## src/rtl/core/ascii_motion_command_parser_assert.svh

```systemverilog
// Assertion macros shared by the motion command parser RTL.
// Each macro expects i_clk and i_rst_n in the scope where it is used.
`ifndef ASCII_MOTION_COMMAND_PARSER_ASSERT_SVH
`define ASCII_MOTION_COMMAND_PARSER_ASSERT_SVH

// Same-cycle implication, disabled while reset is held.
`define AMCP_ASSERT_NOW(label, ante, cons, msg) \
    label: assert property (@(posedge i_clk) disable iff (!i_rst_n) (ante) |-> (cons)) \
        else $error(msg);

// Next-cycle implication, disabled while reset is held.
`define AMCP_ASSERT_NEXT(label, ante, cons, msg) \
    label: assert property (@(posedge i_clk) disable iff (!i_rst_n) (ante) |=> (cons)) \
        else $error(msg);

`endif

```

## src/rtl/core/amcp_pkg.sv

```systemverilog
// Types, character codes and helper functions for the motion command parser.
// Used by amcp_parser and ascii_motion_command_parser; depends on nothing.
`timescale 1ns / 1ps

package amcp_pkg;

    localparam logic [7:0] CH_NUL   = 8'h00;
    localparam logic [7:0] CH_TAB   = 8'h09;
    localparam logic [7:0] CH_SPACE = 8'h20;
    localparam logic [7:0] CH_PLUS  = 8'h2B;
    localparam logic [7:0] CH_COMMA = 8'h2C;
    localparam logic [7:0] CH_MINUS = 8'h2D;
    localparam logic [7:0] CH_SLASH = 8'h2F;
    localparam logic [7:0] CH_ZERO  = 8'h30;
    localparam logic [7:0] CH_ONE   = 8'h31;
    localparam logic [7:0] CH_NINE  = 8'h39;
    localparam logic [7:0] CH_COLON = 8'h3A;
    localparam logic [7:0] CH_D     = 8'h44;
    localparam logic [7:0] CH_L     = 8'h4C;
    localparam logic [7:0] CH_P     = 8'h50;
    localparam logic [7:0] CH_S     = 8'h53;
    localparam logic [7:0] CH_T     = 8'h54;
    localparam logic [7:0] CH_Z     = 8'h5A;
    localparam logic [7:0] CH_UNDER = 8'h5F;

    // Largest magnitudes a 16-bit signed number may take.
    localparam logic [19:0] MAG_POS_MAX = 20'd32767;
    localparam logic [19:0] MAG_NEG_MAX = 20'd32768;

    typedef enum logic [3:0] {
        TP_IDLE   = 4'd0,
        TP_LSTART = 4'd1,
        TP_LNEED  = 4'd2,
        TP_LDIG   = 4'd3,
        TP_RSTART = 4'd4,
        TP_RNEED  = 4'd5,
        TP_RDIG   = 4'd6,
        TP_OK     = 4'd7,
        TP_BAD    = 4'd8
    } t_track_phase;

    typedef enum logic [2:0] {
        LP_IDLE  = 3'd0,
        LP_DIGIT = 3'd1,
        LP_BOUND = 3'd2,
        LP_OK    = 3'd3,
        LP_BAD   = 3'd4
    } t_light_phase;

    typedef enum logic [2:0] {
        ST_OK      = 3'd0,
        ST_FRAMING = 3'd1,
        ST_BAD_TRK = 3'd2,
        ST_BAD_LGT = 3'd3,
        ST_NOTHING = 3'd4
    } t_status;

    typedef struct packed {
        logic [7:0] data_byte;
        logic       end_of_datagram;
    } t_item;

    typedef struct packed {
        t_status            status;
        logic               stop_flag;
        logic               track_present;
        logic signed [15:0] left_speed;
        logic signed [15:0] right_speed;
        logic               light_present;
        logic               light_state;
    } t_result;

    function automatic logic is_bnd(input logic [7:0] c);
        return (c == CH_NUL) || (c == CH_COMMA) || (c == CH_SLASH) || (c == CH_COLON) ||
               (c == CH_UNDER) || (c == CH_SPACE) || (c == CH_TAB);
    endfunction

    function automatic logic is_digit(input logic [7:0] c);
        return (c >= CH_ZERO) && (c <= CH_NINE);
    endfunction

endpackage

```

## src/rtl/core/amcp_parser.sv

```systemverilog
// Token detectors, track and light field parsers and the final verdict.
// Depends on amcp_pkg and ascii_motion_command_parser_assert.svh.
`timescale 1ns / 1ps
`include "ascii_motion_command_parser_assert.svh"

module amcp_parser #(
    parameter int unsigned BUFFER_BYTES = 192
) (
    input  logic            i_clk,
    input  logic            i_rst_n,
    input  logic            i_advance,
    input  amcp_pkg::t_item i_item,
    output amcp_pkg::t_result o_result
);
    import amcp_pkg::*;

    localparam logic [7:0] BufLimit = 8'(BUFFER_BYTES);

    logic [39:0]  r_recent, n_recent;
    logic [7:0]   r_count, n_count;
    logic         r_text_ended, n_text_ended;
    logic         r_stop, n_stop;
    t_track_phase r_tp, n_tp;
    logic [15:0]  r_mag, n_mag;
    logic         r_neg, n_neg;
    logic [15:0]  r_left, n_left;
    logic [15:0]  r_right, n_right;
    t_light_phase r_lp, n_lp;
    logic         r_light, n_light;

    logic [7:0]   c, p1, p2, p3, p4, p5;
    logic [19:0]  prod;
    logic         dig_ok, c_dig, c_bnd, stop_hit;
    logic [15:0]  taken;
    logic [7:0]   count_inc;

    // Values after the byte itself has been fed.
    logic         f_text_ended, f_stop, f_neg, f_light;
    t_track_phase f_tp;
    t_light_phase f_lp;
    logic [15:0]  f_mag, f_left, f_right;

    // Values after the implied trailing zero.
    t_track_phase e_tp;
    t_light_phase e_lp;
    logic [15:0]  e_right;
    logic         framing;

    always_comb begin
        c  = i_item.data_byte;
        p1 = r_recent[7:0];
        p2 = r_recent[15:8];
        p3 = r_recent[23:16];
        p4 = r_recent[31:24];
        p5 = r_recent[39:32];

        c_dig = is_digit(c);
        c_bnd = is_bnd(c);
        prod  = {1'b0, r_mag, 3'b000} + {3'b000, r_mag, 1'b0} + {16'd0, c[3:0]};
        dig_ok = c_dig && (prod <= (r_neg ? MAG_NEG_MAX : MAG_POS_MAX));
        taken = r_neg ? (16'd0 - r_mag) : r_mag;

        stop_hit = (c == CH_SLASH) &&
            (((r_count >= 8'd2) && (p1 == CH_T) && (p2 == CH_Z) &&
              ((r_count == 8'd2) || is_bnd(p3))) ||
             ((r_count >= 8'd4) && (p1 == CH_P) && (p2 == CH_COLON) &&
              (p3 == CH_T) && (p4 == CH_S) && ((r_count == 8'd4) || is_bnd(p5))));

        f_text_ended = r_text_ended;
        f_stop  = r_stop;
        f_tp    = r_tp;
        f_mag   = r_mag;
        f_neg   = r_neg;
        f_left  = r_left;
        f_right = r_right;
        f_lp    = r_lp;
        f_light = r_light;

        if (!r_text_ended) begin
            if (stop_hit) begin
                f_stop = 1'b1;
            end
            case (r_tp)
                TP_LSTART, TP_RSTART: begin
                    if ((c == CH_PLUS) || (c == CH_MINUS)) begin
                        f_neg = (c == CH_MINUS);
                        f_tp  = (r_tp == TP_LSTART) ? TP_LNEED : TP_RNEED;
                    end else if (dig_ok) begin
                        f_mag = prod[15:0];
                        f_tp  = (r_tp == TP_LSTART) ? TP_LDIG : TP_RDIG;
                    end else begin
                        f_tp = TP_BAD;
                    end
                end
                TP_LNEED, TP_RNEED: begin
                    if (dig_ok) begin
                        f_mag = prod[15:0];
                        f_tp  = (r_tp == TP_LNEED) ? TP_LDIG : TP_RDIG;
                    end else begin
                        f_tp = TP_BAD;
                    end
                end
                TP_LDIG: begin
                    if (c_dig) begin
                        f_mag = dig_ok ? prod[15:0] : r_mag;
                        f_tp  = dig_ok ? TP_LDIG : TP_BAD;
                    end else if ((c == CH_UNDER) || (c == CH_COMMA)) begin
                        f_left = taken;
                        f_mag  = 16'd0;
                        f_neg  = 1'b0;
                        f_tp   = TP_RSTART;
                    end else begin
                        f_tp = TP_BAD;
                    end
                end
                TP_RDIG: begin
                    if (c_dig) begin
                        f_mag = dig_ok ? prod[15:0] : r_mag;
                        f_tp  = dig_ok ? TP_RDIG : TP_BAD;
                    end else if (c_bnd) begin
                        f_right = taken;
                        f_mag   = 16'd0;
                        f_neg   = 1'b0;
                        f_tp    = TP_OK;
                    end else begin
                        f_tp = TP_BAD;
                    end
                end
                TP_IDLE: begin
                    if ((c == CH_UNDER) && (r_count >= 8'd1) && (p1 == CH_L) &&
                        ((r_count == 8'd1) || is_bnd(p2))) begin
                        f_mag = 16'd0;
                        f_neg = 1'b0;
                        f_tp  = TP_LSTART;
                    end
                end
                default: ;
            endcase

            case (r_lp)
                LP_DIGIT: begin
                    if ((c == CH_ZERO) || (c == CH_ONE)) begin
                        f_light = c[0];
                        f_lp    = LP_BOUND;
                    end else begin
                        f_lp = LP_BAD;
                    end
                end
                LP_BOUND: f_lp = c_bnd ? LP_OK : LP_BAD;
                LP_IDLE: begin
                    if (((c == CH_COLON) || (c == CH_UNDER)) && (r_count >= 8'd1) &&
                        (p1 == CH_D) && ((r_count == 8'd1) || is_bnd(p2))) begin
                        f_lp = LP_DIGIT;
                    end
                end
                default: ;
            endcase

            if (c == CH_NUL) begin
                f_text_ended = 1'b1;
            end
        end

        // The text is always closed by an implied zero, which is a boundary.
        e_tp    = f_tp;
        e_lp    = f_lp;
        e_right = f_right;
        if (!f_text_ended) begin
            case (f_tp)
                TP_RDIG: begin
                    e_tp    = TP_OK;
                    e_right = f_neg ? (16'd0 - f_mag) : f_mag;
                end
                TP_LSTART, TP_LNEED, TP_LDIG, TP_RSTART, TP_RNEED: e_tp = TP_BAD;
                default: ;
            endcase
            case (f_lp)
                LP_DIGIT: e_lp = LP_BAD;
                LP_BOUND: e_lp = LP_OK;
                default: ;
            endcase
        end

        count_inc = (r_count == 8'hFF) ? r_count : (r_count + 8'd1);
        framing   = (count_inc >= BufLimit) || (c != CH_SLASH);

        o_result = '0;
        if (framing) begin
            o_result.status = ST_FRAMING;
        end else if (e_tp == TP_BAD) begin
            o_result.status = ST_BAD_TRK;
        end else if (e_lp == LP_BAD) begin
            o_result.status = ST_BAD_LGT;
        end else if (!f_stop && (e_tp != TP_OK) && (e_lp != LP_OK)) begin
            o_result.status = ST_NOTHING;
        end else begin
            o_result.status    = ST_OK;
            o_result.stop_flag = f_stop;
            if (e_tp == TP_OK) begin
                o_result.track_present = 1'b1;
                o_result.left_speed    = f_left;
                o_result.right_speed   = e_right;
            end
            if (e_lp == LP_OK) begin
                o_result.light_present = 1'b1;
                o_result.light_state   = f_light;
            end
        end

        // Each datagram starts from a clean state.
        if (i_item.end_of_datagram) begin
            n_recent     = '0;
            n_count      = '0;
            n_text_ended = 1'b0;
            n_stop       = 1'b0;
            n_tp         = TP_IDLE;
            n_mag        = '0;
            n_neg        = 1'b0;
            n_left       = '0;
            n_right      = '0;
            n_lp         = LP_IDLE;
            n_light      = 1'b0;
        end else begin
            n_recent     = r_text_ended ? r_recent : {r_recent[31:0], c};
            n_count      = count_inc;
            n_text_ended = f_text_ended;
            n_stop       = f_stop;
            n_tp         = f_tp;
            n_mag        = f_mag;
            n_neg        = f_neg;
            n_left       = f_left;
            n_right      = f_right;
            n_lp         = f_lp;
            n_light      = f_light;
        end
    end

    always_ff @(posedge i_clk) begin
        if (!i_rst_n) begin
            r_recent     <= '0;
            r_count      <= '0;
            r_text_ended <= 1'b0;
            r_stop       <= 1'b0;
            r_tp         <= TP_IDLE;
            r_mag        <= '0;
            r_neg        <= 1'b0;
            r_left       <= '0;
            r_right      <= '0;
            r_lp         <= LP_IDLE;
            r_light      <= 1'b0;
        end else if (i_advance) begin
            r_recent     <= n_recent;
            r_count      <= n_count;
            r_text_ended <= n_text_ended;
            r_stop       <= n_stop;
            r_tp         <= n_tp;
            r_mag        <= n_mag;
            r_neg        <= n_neg;
            r_left       <= n_left;
            r_right      <= n_right;
            r_lp         <= n_lp;
            r_light      <= n_light;
        end
    end

    `AMCP_ASSERT_NEXT(a_clean_after_last, i_advance && i_item.end_of_datagram,
        (r_tp == TP_IDLE) && (r_lp == LP_IDLE) && (r_count == 8'd0) && !r_stop,
        "parser state not cleared after the final byte")
    `AMCP_ASSERT_NEXT(a_history_frozen, r_text_ended && !(i_advance && i_item.end_of_datagram),
        $stable(r_recent), "byte history moved after the text ended")
    `AMCP_ASSERT_NOW(a_idle_values_zero, r_tp == TP_IDLE,
        (r_left == 16'd0) && (r_right == 16'd0),
        "track values set before a track field started")

endmodule

```

## src/rtl/core/ascii_motion_command_parser.sv

```systemverilog
// A datagram's result is loaded into the result register when its final byte moves on from the byte register.
// Throughput: one byte per cycle; only a final byte holds in the byte register,
// and only while an earlier result waits unaccepted in the result register.
// The parser state updates once per byte through one combinational pass.
// Reset: synchronous, active low; clears the parser state and both valid flags.
// Depends on amcp_pkg, amcp_parser and ascii_motion_command_parser_assert.svh.
`timescale 1ns / 1ps
`include "ascii_motion_command_parser_assert.svh"

module ascii_motion_command_parser #(
    parameter int unsigned BUFFER_BYTES = 192
) (
    input  logic        i_clk,
    input  logic        i_rst_n,
    input  logic        s_axis_tvalid,
    output logic        s_axis_tready,
    input  logic [7:0]  s_axis_tdata,   // [7:0] data_byte
    input  logic        s_axis_tlast,   // end_of_datagram
    output logic        m_axis_tvalid,
    input  logic        m_axis_tready,
    // [0] stop_flag, [1] track_present, [17:2] left_speed,
    // [33:18] right_speed, [34] light_present, [35] light_state, [39:36] zero
    output logic [39:0] m_axis_tdata,
    output logic [2:0]  m_axis_tuser    // [2:0] status
);
    import amcp_pkg::*;

    logic    r_in_valid;
    t_item   r_in;
    logic    r_out_valid;
    t_result r_out;
    t_result result;
    logic    advance;

    // A final byte may only move on once the result register has room.
    assign advance = r_in_valid && (!r_in.end_of_datagram || !r_out_valid || m_axis_tready);
    assign s_axis_tready = !r_in_valid || advance;

    always_ff @(posedge i_clk) begin
        if (!i_rst_n) begin
            r_in_valid <= 1'b0;
        end else if (s_axis_tvalid && s_axis_tready) begin
            r_in_valid <= 1'b1;
        end else if (advance) begin
            r_in_valid <= 1'b0;
        end
    end

    always_ff @(posedge i_clk) begin
        if (s_axis_tvalid && s_axis_tready) begin
            r_in.data_byte       <= s_axis_tdata;
            r_in.end_of_datagram <= s_axis_tlast;
        end
    end

    amcp_parser #(
        .BUFFER_BYTES(BUFFER_BYTES)
    ) u_parser (
        .i_clk    (i_clk),
        .i_rst_n  (i_rst_n),
        .i_advance(advance),
        .i_item   (r_in),
        .o_result (result)
    );

    always_ff @(posedge i_clk) begin
        if (!i_rst_n) begin
            r_out_valid <= 1'b0;
        end else if (advance && r_in.end_of_datagram) begin
            r_out_valid <= 1'b1;
        end else if (m_axis_tready) begin
            r_out_valid <= 1'b0;
        end
    end

    always_ff @(posedge i_clk) begin
        if (advance && r_in.end_of_datagram) begin
            r_out <= result;
        end
    end

    assign m_axis_tvalid = r_out_valid;
    assign m_axis_tuser  = r_out.status;
    assign m_axis_tdata  = {4'b0000, r_out.light_state, r_out.light_present,
                            r_out.right_speed, r_out.left_speed,
                            r_out.track_present, r_out.stop_flag};

    `AMCP_ASSERT_NEXT(a_result_follows_last, advance && r_in.end_of_datagram,
        r_out_valid, "no result after the final byte of a datagram")
    `AMCP_ASSERT_NEXT(a_held_byte_kept, r_in_valid && !advance,
        r_in_valid && $stable(r_in), "held byte lost or changed while waiting")
    `AMCP_ASSERT_NOW(a_error_fields_zero, r_out_valid && (r_out.status != ST_OK),
        m_axis_tdata == 40'd0, "fields not cleared on an error status")

endmodule
```

## config.mk

```make
export PLATFORM = sky130hd
export DESIGN_NAME = ascii_motion_command_parser
export DESIGN_NICKNAME = d
export VERILOG_FILES = /design/src/rtl/core/amcp_pkg.sv /design/src/rtl/core/amcp_parser.sv /design/src/rtl/core/ascii_motion_command_parser.sv
export VERILOG_INCLUDE_DIRS = /design/src /design/src/rtl/core
export SDC_FILE = /design/constraint.sdc
export NUM_CORES = 1
export LEC_CHECK = 0
export BUFFER_PORTS_ARGS = -buffer_cell sky130_fd_sc_hd__buf_4
export CAP_MARGIN = 20
export CELL_PAD_IN_SITES_DETAIL_PLACEMENT = 1
export CELL_PAD_IN_SITES_GLOBAL_PLACEMENT = 1
export CORE_MARGIN = 2
export CORE_UTILIZATION = 45
export DETAILED_ROUTE_END_ITERATION = 16
export PLACE_DENSITY = 0.89
export SYNTH_ARGS = -nofsm -noshare
export SYNTH_HDL_FRONTEND = slang
export SYNTH_SLANG_ARGS = --single-unit
export TNS_END_PERCENT = 50
```

## constraint.sdc

```tcl
create_clock -name i_clk -period 7.7 [get_ports i_clk]
set_input_delay 1.54 -clock i_clk [delete_from_list [all_inputs] [get_ports i_clk]]
set_output_delay 1.54 -clock i_clk [all_outputs]
set_load 0.01 [all_outputs]
```

Word level (Yosys, flattened, before mapping)
Cells that the tools add are included.
{"block": "totals", "reg_bits": 157, "latch_bits": 0, "ramBits": 0, "romBits": 0, "input_bits": 13, "mem_count": 0}
{"block": "op_classes", "add_sub_neg": 5, "multipliers": 0, "div": 0, "order_cmp": 7, "eq_ne": 63, "shifts": 0, "muxes": 83, "n_bitwise": 2, "reduce_logical": 78}
{"op": "16-bit two-way mux", "n": 24}
{"op": "8-bit by 6-bit == test with 1-bit output, second input constant", "n": 20}
{"op": "8-bit by 7-bit == test with 1-bit output, second input constant", "n": 11}
{"op": "40-bit two-way mux", "n": 2}
{"op": "16-bit one-hot mux with 5 select lines", "n": 1}
{"op": "4-bit two-way mux", "n": 13}
{"op": "1-bit logical OR", "n": 36}
{"op": "33-bit two-way mux", "n": 1}
{"op": "8-bit by 4-bit == test with 1-bit output, second input constant", "n": 4}
{"op": "8-bit zero test", "n": 4}
{"op": "1-bit by 16-bit subtractor with 16-bit output, first input constant", "n": 2}
{"op": "3-bit two-way mux", "n": 10}
{"op": "4-bit by 3-bit == test with 1-bit output, second input constant", "n": 7}
{"op": "1-bit logical AND", "n": 22}
{"op": "1-bit two-way mux", "n": 22}
{"op": "19-bit by 17-bit adder with 20-bit output", "n": 1}
{"op": "20-bit by 4-bit adder with 20-bit output", "n": 1}
{"op": "20-bit less-or-equal comparator", "n": 1}
{"op": "4-bit one-hot mux with 5 select lines", "n": 1}
{"op": "4-bit by 2-bit == test with 1-bit output, second input constant", "n": 4}
{"op": "8-bit two-way mux", "n": 2}
{"op": "5-bit OR reduction", "n": 3}
{"op": "3-bit by 2-bit == test with 1-bit output, second input constant", "n": 3}
{"op": "3-bit one-hot mux with 3 select lines", "n": 1}
{"op": "32 further kinds", "n": 42}

Logic depth before layout (Yosys ltp)
Gate-level depths: netlist of the first run.
{"block": "depth", "word_depth": 22, "depth_mapped": 27}

Modules after synthesis
From an unflattened synthesis of the first run, not the netlist that was laid out.
{"block": "hier_totals", "cells_unflattened": 1115, "area_unflattened_um2": 9998.3}
{"module": "amcp_parser", "instances": 1, "cells_per_inst": 1050, "area_per_inst_um2": 8405.6, "seq_area_each_um2": 2142.1}
{"module": "ascii_motion_command_parser", "instances": 1, "cells_per_inst": 65, "area_per_inst_um2": 1592.8, "seq_area_each_um2": 1481.4}

Worst setup path after synthesis of the first run
No wires, ideal clock.
{"block": "synth_path", "path_kind": "reg-to-reg", "startpoint": "register r_in[4] in the netlist's numbering", "endpoint": "register r_out (netlist bit m_axis_tdata[24]) (data pin)", "setup_time_ns": 0.146, "arrival_ns": 5.588, "setup_slack_ns": 1.966, "path_stages_with_launch": 24, "path_buffers": 1, "synth_period_minus_slack_ns": 5.734, "cell_sequence": "edfxtp_1 -> fa_1 -> fa_1 -> a211oi_2 -> o21ai_1 -> nand3_1 -> and2_1 -> o21bai_1 -> a21oi_1 -> xnor2_1 -> ha_1 -> nand4_1 -> or4_1 -> a31o_1 -> nor4_2 -> o211ai_1 -> buf_2 -> a22oi_1 -> ha_1 -> inv_1 -> a2111oi_0 -> o21ai_0 -> a211o_1 -> a21oi_1"}
{"block": "synth_via", "elab_chain_cells": 19, "word_cells_on_any_way": 105}
{"item": "start, declared", "line_no": "ascii_motion_command_parser.sv:29", "text": "t_item r_in;"}
{"item": "branches (longest 19 deep; another with 20-bit by 4-bit adder with 20-bit output)"}
{"item": "end signal, assigned", "line_no": "ascii_motion_command_parser.sv:78", "text": "r_out <= result;"}
{"item": "end, declared", "line_no": "ascii_motion_command_parser.sv:31", "text": "t_result r_out;"}
Several ways; the timed one is not identified.
A chain may end at the register's enable or synchronous reset.

Worst setup path after layout of the first run
{"block": "layout_path", "startpoint": "register r_in[3] in the netlist's numbering", "endpoint": "register r_out (netlist bit m_axis_tdata[22]) (data pin)"}
Same word-level chain as after synthesis.

==> reports/summary.md, run 1 <==
The run finished with clean final reports. Routed length per placed instance: 21.0 um. The die is 149 um tall.

The worst setup path is captured at a flop. The final layout net count was 1163; the post-detailed-routing wire length was 29000 um. In this run, post-CTS repair resized a total of 0 instances. The stage delay of the slowest cell on the critical path is 0.59 ns, and the vias after detailed routing is 8650. The tools report the initial antenna violation count as 0. In the synthesized netlist the dominant register cell turns out to be sky130_fd_sc_hd__dfxtp_1.

The post-synthesis instance area is 9520 um^2. The leakage power of the design was 3.82 nW. Power spread over the standard cell area amounts to 168 nW/um^2. Setup repair after global routing left no endpoint under its margin.

The run gives 0 as the number of warnings printed during yosys synthesis. The detail-routed via count per cell was 6.25; the final antenna-violating net count was 0. 58 I/O pins were placed. On the final layout, the worst clock skew is 0.0134 ns.

The critical path goes through ha_1 -> ha_1 -> fa_1 -> a211oi_2 -> o21ai_1 -> nand3_1 -> and2_1 -> o21bai_1 -> a21oi_1 -> xnor2_1 -> ha_1 -> nand4_1 -> or4_1 -> a31o_1 -> or4_4 -> and2b_1 -> a22o_1 -> inv_1 -> ha_1 -> inv_1 -> a221o_1 -> a21oi_1 -> nand3b_1 -> a21oi_1. The final critical path takes up 84.3% of the cycle. The first TritonRoute pass finished after 5 iterations.

The worst setup path is launched from a flop. The die covers 22300 um^2. The logs give 157 for the clock sink count and 797 for the violation count after the first detailed-route iteration. Counting the buffers created by CTS gives 17. Data on the critical path is required at its endpoint by 7.98 ns.

In this run the post-CTS setup repair buffer count came out at 0. Combinational logic is responsible for 4.1% of the overall power. The tools report the diode insertion count for antenna repair as 0. The wire length of the first global-routing pass is 47200 um, and the portion of synthesized cell area occupied by the leading cell type is 22.9%. The switching power summed over all nets was 0.453 mW; the biggest fanout along the worst timing path was 14. The most frequent cell on the critical path is sky130_fd_sc_hd__ha_1. Cells with a size suffix above 1 make up 11.6% of the layout. The placeable core region was 20900 um^2; the final number of setup-violating endpoints was 0. Most repeated cell in the gate-level netlist after synthesis: sky130_fd_sc_hd__dfxtp_1. The largest area contributor in the synthesized netlist was sky130_fd_sc_hd__dfxtp_1. Mean post-synth cell area: 8.86 um^2. Clock latency on the worst-skew pair, taken at its later pin, is 0.44 ns.

After clock tree synthesis, the flow added hold-fix buffers numbering 0. Slowest cell on the critical path: sky130_fd_sc_hd__edfxtp_1. The via count of the first global-routing pass was 8803.

The proportion of synthesized chip area in sequential cells was 38.1%. The classification of the worst-slack hold path is reg -> reg. The clock passes through at most 2 buffers. The max-slew violation total from the final report was 0. For the final weighted congestion of routability-driven global placement, the log shows 0.870. TritonCTS built the clock tree.

The worst path needs 6.49 ns of the cycle, external delays included. Counting instances in the post-synthesis netlist gives the leading cell types as 109 x sky130_fd_sc_hd__dfxtp_1, 94 x sky130_fd_sc_hd__nand2_1, 90 x sky130_fd_sc_hd__nor2b_1, 84 x sky130_fd_sc_hd__a22oi_1, 66 x sky130_fd_sc_hd__a21oi_1. Global routing used 26.5% of the available tracks. Summed over all failing endpoints, the final setup total negative slack is 0 ns. The pin count of the biggest net entering global routing came out at 101.

The max capacitance violation total was 0; the quantity of I/O buffers inserted on ports was 53. For the pin with the worst max-slew slack, the measured transition is 1.00 ns. The worst endpoint data arrival time was 6.77 ns. The highest clock frequency the design can meet was 154 MHz; the detailed-placement wirelength estimate was 19700 um.

The portion of total power attributed to the clock network is 47.4%. In this run the core area contains 53 standard-cell rows. The sum of internal, switching and leakage power was 1.80 mW. For the worst relative slew slack, the log shows 33.0%. The cell sitting at the root of the clock tree is a sky130_fd_sc_hd__clkbuf_16. VDD sags by at most 0.135 mV. The initial utilization of the core area, before any placement, comes to 45.6%. Together, buffers and inverters on the worst path number 2. From synthesis to final layout, the design area changed by 12.1%. Number of hold-slack violations in the final timing report: 0.

The total overflow left after global routing is 0. The H-tree generated during clock tree synthesis spans 4 levels. The cell count after synthesis was 1075; the count of cell types in the netlist was 76. In the post-synthesis netlist, the biggest area contributors are sky130_fd_sc_hd__dfxtp_1 23%, sky130_fd_sc_hd__edfxtp_1 15%, sky130_fd_sc_hd__ha_1 7.0%, sky130_fd_sc_hd__a22oi_1 6.6%, sky130_fd_sc_hd__nor2b_1 5.9%. The clock edge transition at the registers on the reported setup and hold paths came out at 0.07 ns.

Measured along the x axis, the die boundary spans 149 um. Net switching is 25.2% of the power. The internal power of the cells totals 1.34 mW.

The critical path is of the reg -> reg type. Per report_power, the sequential group accounts for 48.4% of the total. The proportion of register bits with asynchronous set or reset after synthesis was 0%.

After detailed routing, the number of remaining DRC violations is 0. Broken down by cell family, the worst path's largest delay share belongs to simple AND/OR/NAND/NOR gates. The total of flip-flops plus latches after synthesis was 157.

The synthesized design contains 48 enable-type register cells.
final timing paths:
check,from,endpoint,slack (ns),depth (start not counted)
setup / recovery,r_in[3],m_axis_tdata[22],1.21,24
hold / removal,u_parser.r_stop,u_parser.r_stop,0.51,2
setup reg to reg,r_in[3],m_axis_tdata[22],1.21,24
hold reg to reg,u_parser.r_stop,u_parser.r_stop,0.51,2
logic make-up after synthesis:
| logic type | share of synthesized area, % |
|---|---|
| compound gates | 23.2 |
| xor+xnor | 3.40 |
| fa+ha+maj | 7.39 |
| buf+inv | 4.21 |
| flops | 38.1 |
| mux | 1.20 |
| other cells | 0.0394 |
| simple gates | 22.5 |
flip-flops by register name, summed over array words and instances, names as in the netlist:
signal / flops
u_parser.r_recent: 40
r_in: 9
u_parser.r_text_ended: 1
u_parser.r_stop: 1
u_parser.r_neg: 1
m_axis_tdata: 36
u_parser.r_left: 16
u_parser.r_tp: 4
m_axis_tuser: 3
u_parser.r_light: 1
r_in_valid: 1
u_parser.r_lp: 3
u_parser.r_mag: 16
m_axis_tvalid: 1
u_parser.r_count: 8
u_parser.r_right: 16
cell usage in the layout, fill, tap and decap left out, drive strengths merged, types with 16 or more instances in the layout:
master,Yosys,layout
inv,26,35
dfxtp,109,109
o21ai,64,64
clkbuf,52,18
edfxtp,48,48
nand3,24,24
nor3,16,16
and2,24,24
buf,16,66
a21oi,67,67
a211oi,17,17
nor2b,90,90
xnor2,23,23
a22oi,84,84
nor2,61,61
nand2,94,94
ha,53,53
stage by stage:
| step | hold WS [ns] | std cells | setup WS (ns) | instance area [um^2] | utilization, % |
|---|---|---|---|---|---|
| 4_1_cts | 0.504 | 1381 | 1.04 | 10700 | 51.0 |
| 2_1_floorplan | 0.437 | 1078 | 1.97 | 9530 | - |
| 6_report | 0.505 | 1383 | 1.21 | 10700 | 51.1 |
| 5_1_grt | 0.538 | 1383 | 0.726 | 10700 | 51.1 |
| 3_5_place_dp | 0.474 | 1349 | 1.09 | 10100 | 48.3 |
| 3_3_place_gp | 0.450 | 1347 | 1.36 | 10100 | 48.2 |
cell type report:
type                    count  area (um^2)
clock buffers              18          429
well taps                 275          344
flip-flops and latches    157         3620
fillers                  2416        10200
inverters                  26         97.6
multi-input cells         827         5540
clock inverters            14          146
repair buffers             66          495
power by group through the flow:
| stage | Combinational [mW] | Sequential [mW] | Clock [mW] |
|---|---|---|---|
| global route | 0.0808 | 0.872 | 0.888 |
| global placement | 0.0701 | 0.888 | 0 |
| CTS | 0.0739 | 0.870 | 0.856 |
| finish | 0.0742 | 0.871 | 0.852 |
| detailed placement | 0.0730 | 0.889 | 0 |
| floorplan | 0.0492 | 0.884 | 0 |
routing by layer:
metal	up-vias	global-route usage [%]	part of all wire (%)
li1	3996	-	-
met3	43	4.18	5.3
met5	-	0	0
met4	0	7.48	1.6
met2	275	42.4	47
met1	4336	37.2	46
worst register-to-register path: cells and delay by family (launching register included):
kind / cells / cell delay [ns]
xor+xnor: 1 / 0.13
buf+inv: 2 / 0.20
compound gates: 9 / 1.63
flops: 1 / 0.59
simple gates: 7 / 2.19
fa+ha+maj: 5 / 1.61
Power figures use the tool's default switching activity.
==> run 2, diff against run 1 <==
==> constraint.sdc (replaced) <==
create_clock -name i_clk -period 6 [get_ports i_clk]
set_input_delay 1.2 -clock i_clk [delete_from_list [all_inputs] [get_ports i_clk]]
set_output_delay 1.2 -clock i_clk [all_outputs]
set_load 0.01 [all_outputs]
==> run 2 against run 1 <==
Effect of this change:
- worst setup slack worse by 1.0 ns
- highest routed layer unchanged
- clock skew decreased by 0.0035 ns
- critical path type unchanged
- sequential power up 27%
- critical endpoint is now m_axis_tdata[26]
==> reports/summary.md, run 2 (same netlist as run 1, synthesis figures left out) <==
The run finished with clean final reports. For the final routed database, the setup TNS stands at 0 ns. Along the worst path, the maximum fanout reaches 4. Headroom to the max-slew limit came out at 33.2%. Setup repair after global routing could not meet its margin everywhere. The tools report the placeable core region as 20900 um^2.

The register with the most flip-flops in the layout has 40 of them. The run gives 48.1% as the portion of total power attributed to the clock network. For this configuration, the core starts out at a cell density of 45.6%. The detailed-placement wirelength estimate is 20200 um, and the highest clock frequency the design can meet is 172 MHz. Worst-case hold slack: 0.536 ns.

The via count of the first global-routing pass was 9019; the final weighted congestion of routability-driven global placement was 0.883. Cells fill 52.4% of the core in the end. Data on the critical path arrives at its endpoint at 6.11 ns.

The number of antenna diodes in the final layout is 0. Registers are responsible for 47.6% of the overall power. For the maximum clock insertion buffer count, the log shows 2. The die is 149 um wide. The run gives 0 as the max capacitance violation total.

Clock root buffer: sky130_fd_sc_hd__clkbuf_16. The logs give 0 for the initial antenna violation count and 17 for the total CTS buffers. The final worst-path setup slack was 0.181 ns.

For the number of detailed-routing iterations run before antenna repair, the log shows 6. TritonCTS built the clock tree. The count of nets left with antenna violations once routing finished came out at 0.

The top cell types in the final layout, fill and taps aside, are 109 x sky130_fd_sc_hd__dfxtp_1, 94 x sky130_fd_sc_hd__nand2_1, 90 x sky130_fd_sc_hd__nor2b_1, 90 x sky130_fd_sc_hd__buf_4, 83 x sky130_fd_sc_hd__a22oi_1. The pin slew with the least headroom to its limit came out at 0.998 ns. After detailed routing, the average wire length per cell comes to 22.0 um. The tools report the pin count of the biggest net entering global routing as 101. Summing all non-filler instances in the final layout gives an area of 10900 um^2.

The switching share of total power works out to 24.5%. The type of destination of the critical path is a flop. The analysis attributes to cell leakage a power of 3.96 nW.

In the routed layout, each cell is associated on average with a via count of 6.36. Pin placement for this block handled 58 I/O pins. Part of the cycle the worst path needs: 97.0%.

In this run the worst hold path is classified as reg -> reg. The vias after detailed routing was 8954. The number of hold-slack violations in the final timing report was 0; the worst supply voltage drop on vdd was 0.144 mV. After layout, the minimum clock period comes to 5.82 ns. The first global-routing pass estimated 48400 um of wire.

Category of the critical setup timing path: reg -> reg. The final layout net count is 1188, and the clock sink count is 157. The row count was 53. Across every metal layer, demand over resource in global routing totals 27.4%. Cell-internal power: 1.77 mW.

STA classifies the critical path startpoint as a flop. Input and output buffers added on the ports amount to 53. After clock tree synthesis, the clock-pin slew on the worst setup and hold paths is 0.07 ns. Leaving out fill and tap cells, the most frequent cell in the layout is sky130_fd_sc_hd__dfxtp_1.

The tools report the number of H-tree levels as 4. The area of the die is 22300 um^2, and the clock latency at the later pin of the worst-skew pair is 0.44 ns. Across the routed clock network, the largest skew measured is 0.00990 ns. The remaining global-route overflow was 0.

Total power for the finished layout comes to 2.34 mW. Relative to the synthesized area, the layout overhead comes to 15.0%. The max-slew violation total from the final report is 0. For the combinational share of power, the log shows 4.3%. Setup violations remaining at the end of the flow were counted as 0.

The die is 149 um tall. The largest register by flop count was u_parser.r_recent. For this block, the initial DRC count from the detailed router was 773.

At the worst endpoint, the required time is 6.29 ns. The cell total after placement was 1364. For this run, design rule violations remaining after detail routing come to 0. The post-route netlist has 14.6% of its cells at a drive strength greater than 1.

The final cell count without fillers was 1408; the worst slack at placement was 0.0892 ns. The total cell area at the placement stage was 10200 um^2. Power spread over the standard cell area amounts to 214 nW/um^2. Hold repair after CTS inserted 0 buffers. The final layout contains routed wiring with a total length of 30900 um. The tools report the switching power summed over all nets as 0.574 mW.
run 2: cell count changes in the layout (fill, tap and decap cells not counted), moves of 2 or more:
cell                       delta
sky130_fd_sc_hd__fa_1         -2
sky130_fd_sc_hd__a211oi_1     -2
sky130_fd_sc_hd__inv_6        -3
sky130_fd_sc_hd__buf_4       +24
sky130_fd_sc_hd__a211oi_2     +2
sky130_fd_sc_hd__fa_2         +2
run 2: cell type report:
| class | count | area (um^2) |
|---|---|---|
| fillers | 2385 | 9940 |
| multi-input cells | 827 | 5590 |
| flip-flops and latches | 157 | 3620 |
| repair buffers | 91 | 687 |
| clock buffers | 17 | 425 |
| well taps | 275 | 344 |
| clock inverters | 15 | 180 |
| inverters | 26 | 97.6 |
run 2: critical path, stage by stage (launching register included):
cell and delay [ns]:
sky130_fd_sc_hd__edfxtp_1 0.41, sky130_fd_sc_hd__fa_2 0.58, sky130_fd_sc_hd__ha_1 0.27, sky130_fd_sc_hd__a211oi_2 0.27
sky130_fd_sc_hd__o21ai_2 0.13, sky130_fd_sc_hd__a21boi_2 0.20, sky130_fd_sc_hd__o21a_1 0.18, sky130_fd_sc_hd__o21ai_0 0.11
sky130_fd_sc_hd__xnor2_1 0.18, sky130_fd_sc_hd__ha_1 0.32, sky130_fd_sc_hd__buf_4 0.10, sky130_fd_sc_hd__nand4_1 0.12
sky130_fd_sc_hd__or4_1 0.49, sky130_fd_sc_hd__a31o_1 0.26, sky130_fd_sc_hd__or4_4 0.52, sky130_fd_sc_hd__and2b_1 0.29
sky130_fd_sc_hd__a22o_1 0.24, sky130_fd_sc_hd__inv_1 0.09, sky130_fd_sc_hd__ha_2 0.20, sky130_fd_sc_hd__inv_2 0.09
sky130_fd_sc_hd__a221o_1 0.16, sky130_fd_sc_hd__a21oi_1 0.08, sky130_fd_sc_hd__nand3b_1 0.22, sky130_fd_sc_hd__a21oi_1 0.16
run 2: power groups by stage:
stage          clock network (mW)  logic, mW  registers, mW
2_1_floorplan                   0     0.0632           1.13
3_3_place_gp                    0     0.0948           1.14
3_5_place_dp                    0     0.0977           1.14
4_1_cts                      1.13     0.0994           1.11
5_1_grt                      1.17      0.110           1.12
6_report                     1.13      0.101           1.11
run 2: final timing paths:
kind / start / end / slack [ns] / cells after the start
max: r_in[4] / m_axis_tdata[26] / 0.18 / 23
min: u_parser.r_stop / u_parser.r_stop / 0.54 / 2
max reg2reg: r_in[4] / m_axis_tdata[26] / 0.18 / 23
min reg2reg: u_parser.r_stop / u_parser.r_stop / 0.54 / 2
run 2: timing repair:
item,CTS,global route
endpoints found under the setup margin,1,42
hold endpoints to repair,0,0
pin swaps,1,13
gates resized for setup,0,15
setup buffers,1,10
run 2: routing by layer:
layer	GRT usage [%]	wire length [um]	vias to the layer above
met5	0	0	-
met4	10.7	931	0
met3	4.66	2070	89
met2	44.9	14700	388
met1	36.2	13200	4425
li1	-	-	4052
==> run 3, diff against run 2 <==
--- a/config.mk
+++ b/config.mk
@@ -11,7 +11,7 @@
 export CELL_PAD_IN_SITES_DETAIL_PLACEMENT = 1
 export CELL_PAD_IN_SITES_GLOBAL_PLACEMENT = 1
 export CORE_MARGIN = 2
-export CORE_UTILIZATION = 45
+export CORE_UTILIZATION = 43
 export DETAILED_ROUTE_END_ITERATION = 16
 export PLACE_DENSITY = 0.89
 export SYNTH_ARGS = -nofsm -noshare
==> constraint.sdc (replaced) <==
create_clock -name i_clk -period 5.2 [get_ports i_clk]
set_input_delay 1.04 -clock i_clk [delete_from_list [all_inputs] [get_ports i_clk]]
set_output_delay 1.04 -clock i_clk [all_outputs]
set_load 0.01 [all_outputs]
==> run 3 against run 2 <==
Effect of this change:
- the run now ends with negative setup slack left
- via count grew 13%
- sequential share of layout area decreased by 2.8 points
- global-route usage is 2.6 points higher
==> reports/summary.md, run 3 (same netlist as run 1, synthesis figures left out) <==
Most common library cell in the layout ignoring fill and taps: sky130_fd_sc_hd__buf_4. The HPWL after detailed placement is 21500 um. Adding up every negative setup slack in the final design gives -16.47 ns.

The combinational share of power is 4.6%, and the data required time at the worst endpoint is 5.50 ns. The first TritonRoute pass finished after 8 iterations. The source of the worst hold timing path is u_parser.r_recent[5]. Flip-flop count of the largest register after layout: 40.

The final reports fail on negative setup slack. The sum of internal, switching and leakage power is 2.77 mW. Data arrives at the worst endpoint at 6.11 ns. For the final layout net count, the log shows 1254.

Worst-case clock skew: 0.0160 ns. The number of hold-repair buffers added at the cts stage was 0; the total CTS buffers was 17. The flow ran to the end, but the final reports show violations. The tools report the register-to-register path setup slack as -0.61 ns. The highest metal layer carrying signal wires in the routed design is met4. The number of cells traversed by the worst register-to-register path was 23; the pin slew with the least headroom to its limit was 1.12 ns. The cell-internal power is 2.04 mW.

The width of the die works out to 153 um. The worst register-to-register path ends at m_axis_tdata[26]. The tools report the wire length of the first global-routing pass as 56500 um.

The worst hold path belongs to the class reg -> reg. In the final routed layout, each cell accounts on average for 27.4 um. The post-detailed-routing wire length was 40500 um; the final number of setup-violating endpoints was 44. The run gives 0 as the max-slew violation total from the final report.

The category of the critical setup timing path was reg -> reg. The area growth from synthesis to layout is 25.7%. The detail-routed via count per cell was 6.84; the clock edge transition at the registers on the reported setup and hold paths was 0.07 ns. Global routing used 30.1% of the available tracks across all layers. The portion of total power attributed to the clock network is 49.0%, and the area of the die is 23300 um^2. The final period demand of the worst path is 5.81 ns, and the clock sink count is 157. The register with the most flip-flops in the final layout is u_parser.r_recent.

For hold timing, the worst endpoint is u_parser.r_recent[5]. The type of destination of the critical path is a flop. The worst supply voltage drop on vdd came out at 0.201 mV.

The logs give 0 for the number of hold-slack violations in the final timing report and 46.4% for the power share of the sequential group. The detail route stage leaves a number of antenna-violating nets equal to 0. The congestion estimate from routability-driven global placement came to 0.944. The met3 wirelength from detailed routing was 3530 um; the switching share of total power was 26.4%. The proportion of layout cells with a drive suffix above 1 came out at 24.2%. The die is 153 um tall. The final worst-path setup slack was -0.610 ns; the count of filler cells inserted in the layout was 2464. Clock tree synthesis selected as its root buffer the cell sky130_fd_sc_hd__clkbuf_16. The vias after detailed routing was 10.1k; the worst hold path cell count was 2. The worst path uses 112% of the clock period. For the switching power summed over all nets, the log shows 0.733 mW. In this run the count of I/O pins placed on the die edge is 58.

For this run, design rule violations remaining after detail routing come to 0. TritonCTS built the clock tree. The placeable core region was 21800 um^2; the power density over the cells was 232 nW/um^2.

The quantity of I/O buffers inserted on ports is 53. The highest clock frequency the design can meet is 172 MHz. After floorplanning, the core was divided into 54 placement rows.

The via count of the first global-routing pass came out at 10.0k. The top cell types in the final layout, fill and taps aside, are 147 x sky130_fd_sc_hd__buf_4, 109 x sky130_fd_sc_hd__dfxtp_1, 92 x sky130_fd_sc_hd__nand2_1. The detailed-route wire length on metal 1 is 15200 um, and the max capacitance violation total is 0. The later pin in the worst-skew pair is clocked with a latency of 0.46 ns. The tools report the initial antenna violation count as 0. The tools report the origin of the critical flop-to-flop path as r_in[4]. Summed over all nets, wire length on met2 after detailed routing comes to 19100 um. For this configuration, the core starts out at a cell density of 43.8%.

The first routing iteration left 1345 violations. The remaining global-route overflow was 0. The repair_antennas step left the layout with diodes totalling 0. The tools report the worst relative slew slack as 24.9%. For this design the static power due to leakage is 4.38 nW.

Element type at the critical path start: a flop. The H-tree generated during clock tree synthesis spans 4 levels. The maximum clock insertion buffer count is 2. Setup repair after global routing could not meet its margin everywhere. Biggest fanout along the worst timing path: 4. The pin count of the biggest net entering global routing came out at 101.
[run 3: changes by cell type in the layout (fill, tap and decap cells not counted), sizes merged]
| cell | previous run | this run |
|---|---|---|
| clkinv | 5 | 3 |
| clkinvlp | 2 | 3 |
| clkbuf | 17 | 19 |
| buf | 91 | 155 |
| inv | 32 | 33 |
[run 3: layer usage]
| layer | vias up | track usage (%) |
|---|---|---|
| li1 | 4176 | - |
| met1 | 4929 | 37.8 |
| met2 | 780 | 50.6 |
| met3 | 238 | 5.46 |
| met4 | 0 | 13.2 |
| met5 | - | 0 |
[run 3: what timing repair did]
item                       CTS  global route
setup endpoints to repair   39            57
cloned                       2             1
pin swaps                   18            29
gates resized for setup     40            56
buffers inserted             7            13
[run 3: how the worst max path moves through the flow]
stage          cells after the start                to     from  slack [ns]
5_1_grt                           23  m_axis_tdata[26]  r_in[4]       -0.88
4_1_cts                           18  m_axis_tdata[19]  r_in[4]       -0.31
6_report                          23  m_axis_tdata[26]  r_in[4]       -0.61
3_3_place_gp                      24  m_axis_tdata[24]  r_in[3]       -0.16
3_5_place_dp                      24  m_axis_tdata[24]  r_in[3]       -0.45
2_1_floorplan                     24  m_axis_tdata[24]  r_in[4]       -0.27
[run 3: through the flow]
step,setup slack (ns),cells,util (%),hold slack [ns],instance area (um^2)
floorplan,-0.273,1078,-,0.437,9590
global placement,-0.162,1423,49.0,0.451,10700
detailed placement,-0.449,1424,49.1,0.472,10700
CTS,-0.313,1465,53.1,0.521,11600
global route,-0.880,1479,55.0,0.591,12000
finish,-0.610,1479,55.0,0.558,12000
[run 3: power by group through the flow]
| stage | Sequential, mW | Combinational, mW | Clock [mW] |
|---|---|---|---|
| 5_1_grt | 1.29 | 0.135 | 1.40 |
| 4_1_cts | 1.29 | 0.117 | 1.32 |
| 6_report | 1.29 | 0.129 | 1.36 |
| 3_3_place_gp | 1.31 | 0.110 | 0 |
| 2_1_floorplan | 1.31 | 0.0734 | 0 |
| 3_5_place_dp | 1.31 | 0.115 | 0 |
[run 3: layout make-up]
cell class | count | area (um^2) | share of cell area [%]
multi-input combinational | 827 | 6010 | 50.2
sequential | 157 | 3620 | 30.3
timing repair buffer | 157 | 1280 | 10.7
clock buffer | 17 | 425 | 3.55
tap | 280 | 350 | 2.93
clock inverter | 15 | 175 | 1.46
inverter | 26 | 105 | 0.878
[run 3: worst max-delay path, cell delays in order (launching register included)]
cell	delay [ns]
sky130_fd_sc_hd__edfxtp_1	0.43
sky130_fd_sc_hd__fa_2	0.52
sky130_fd_sc_hd__fa_2	0.39
sky130_fd_sc_hd__a211oi_2	0.24
sky130_fd_sc_hd__o21ai_1	0.11
sky130_fd_sc_hd__nand3_1	0.13
sky130_fd_sc_hd__and2_4	0.16
sky130_fd_sc_hd__o21bai_1	0.10
sky130_fd_sc_hd__a21oi_2	0.19
sky130_fd_sc_hd__xnor2_1	0.11
sky130_fd_sc_hd__ha_1	0.29
sky130_fd_sc_hd__nand4_1	0.15
sky130_fd_sc_hd__or4_4	0.45
sky130_fd_sc_hd__a31o_4	0.28
sky130_fd_sc_hd__or4_4	0.55
sky130_fd_sc_hd__and2b_2	0.27
sky130_fd_sc_hd__a22o_1	0.20
sky130_fd_sc_hd__inv_2	0.07
sky130_fd_sc_hd__ha_4	0.18
sky130_fd_sc_hd__inv_4	0.09
sky130_fd_sc_hd__a221o_1	0.18
sky130_fd_sc_hd__a21oi_1	0.10
sky130_fd_sc_hd__nand3b_1	0.28
sky130_fd_sc_hd__a21oi_2	0.18
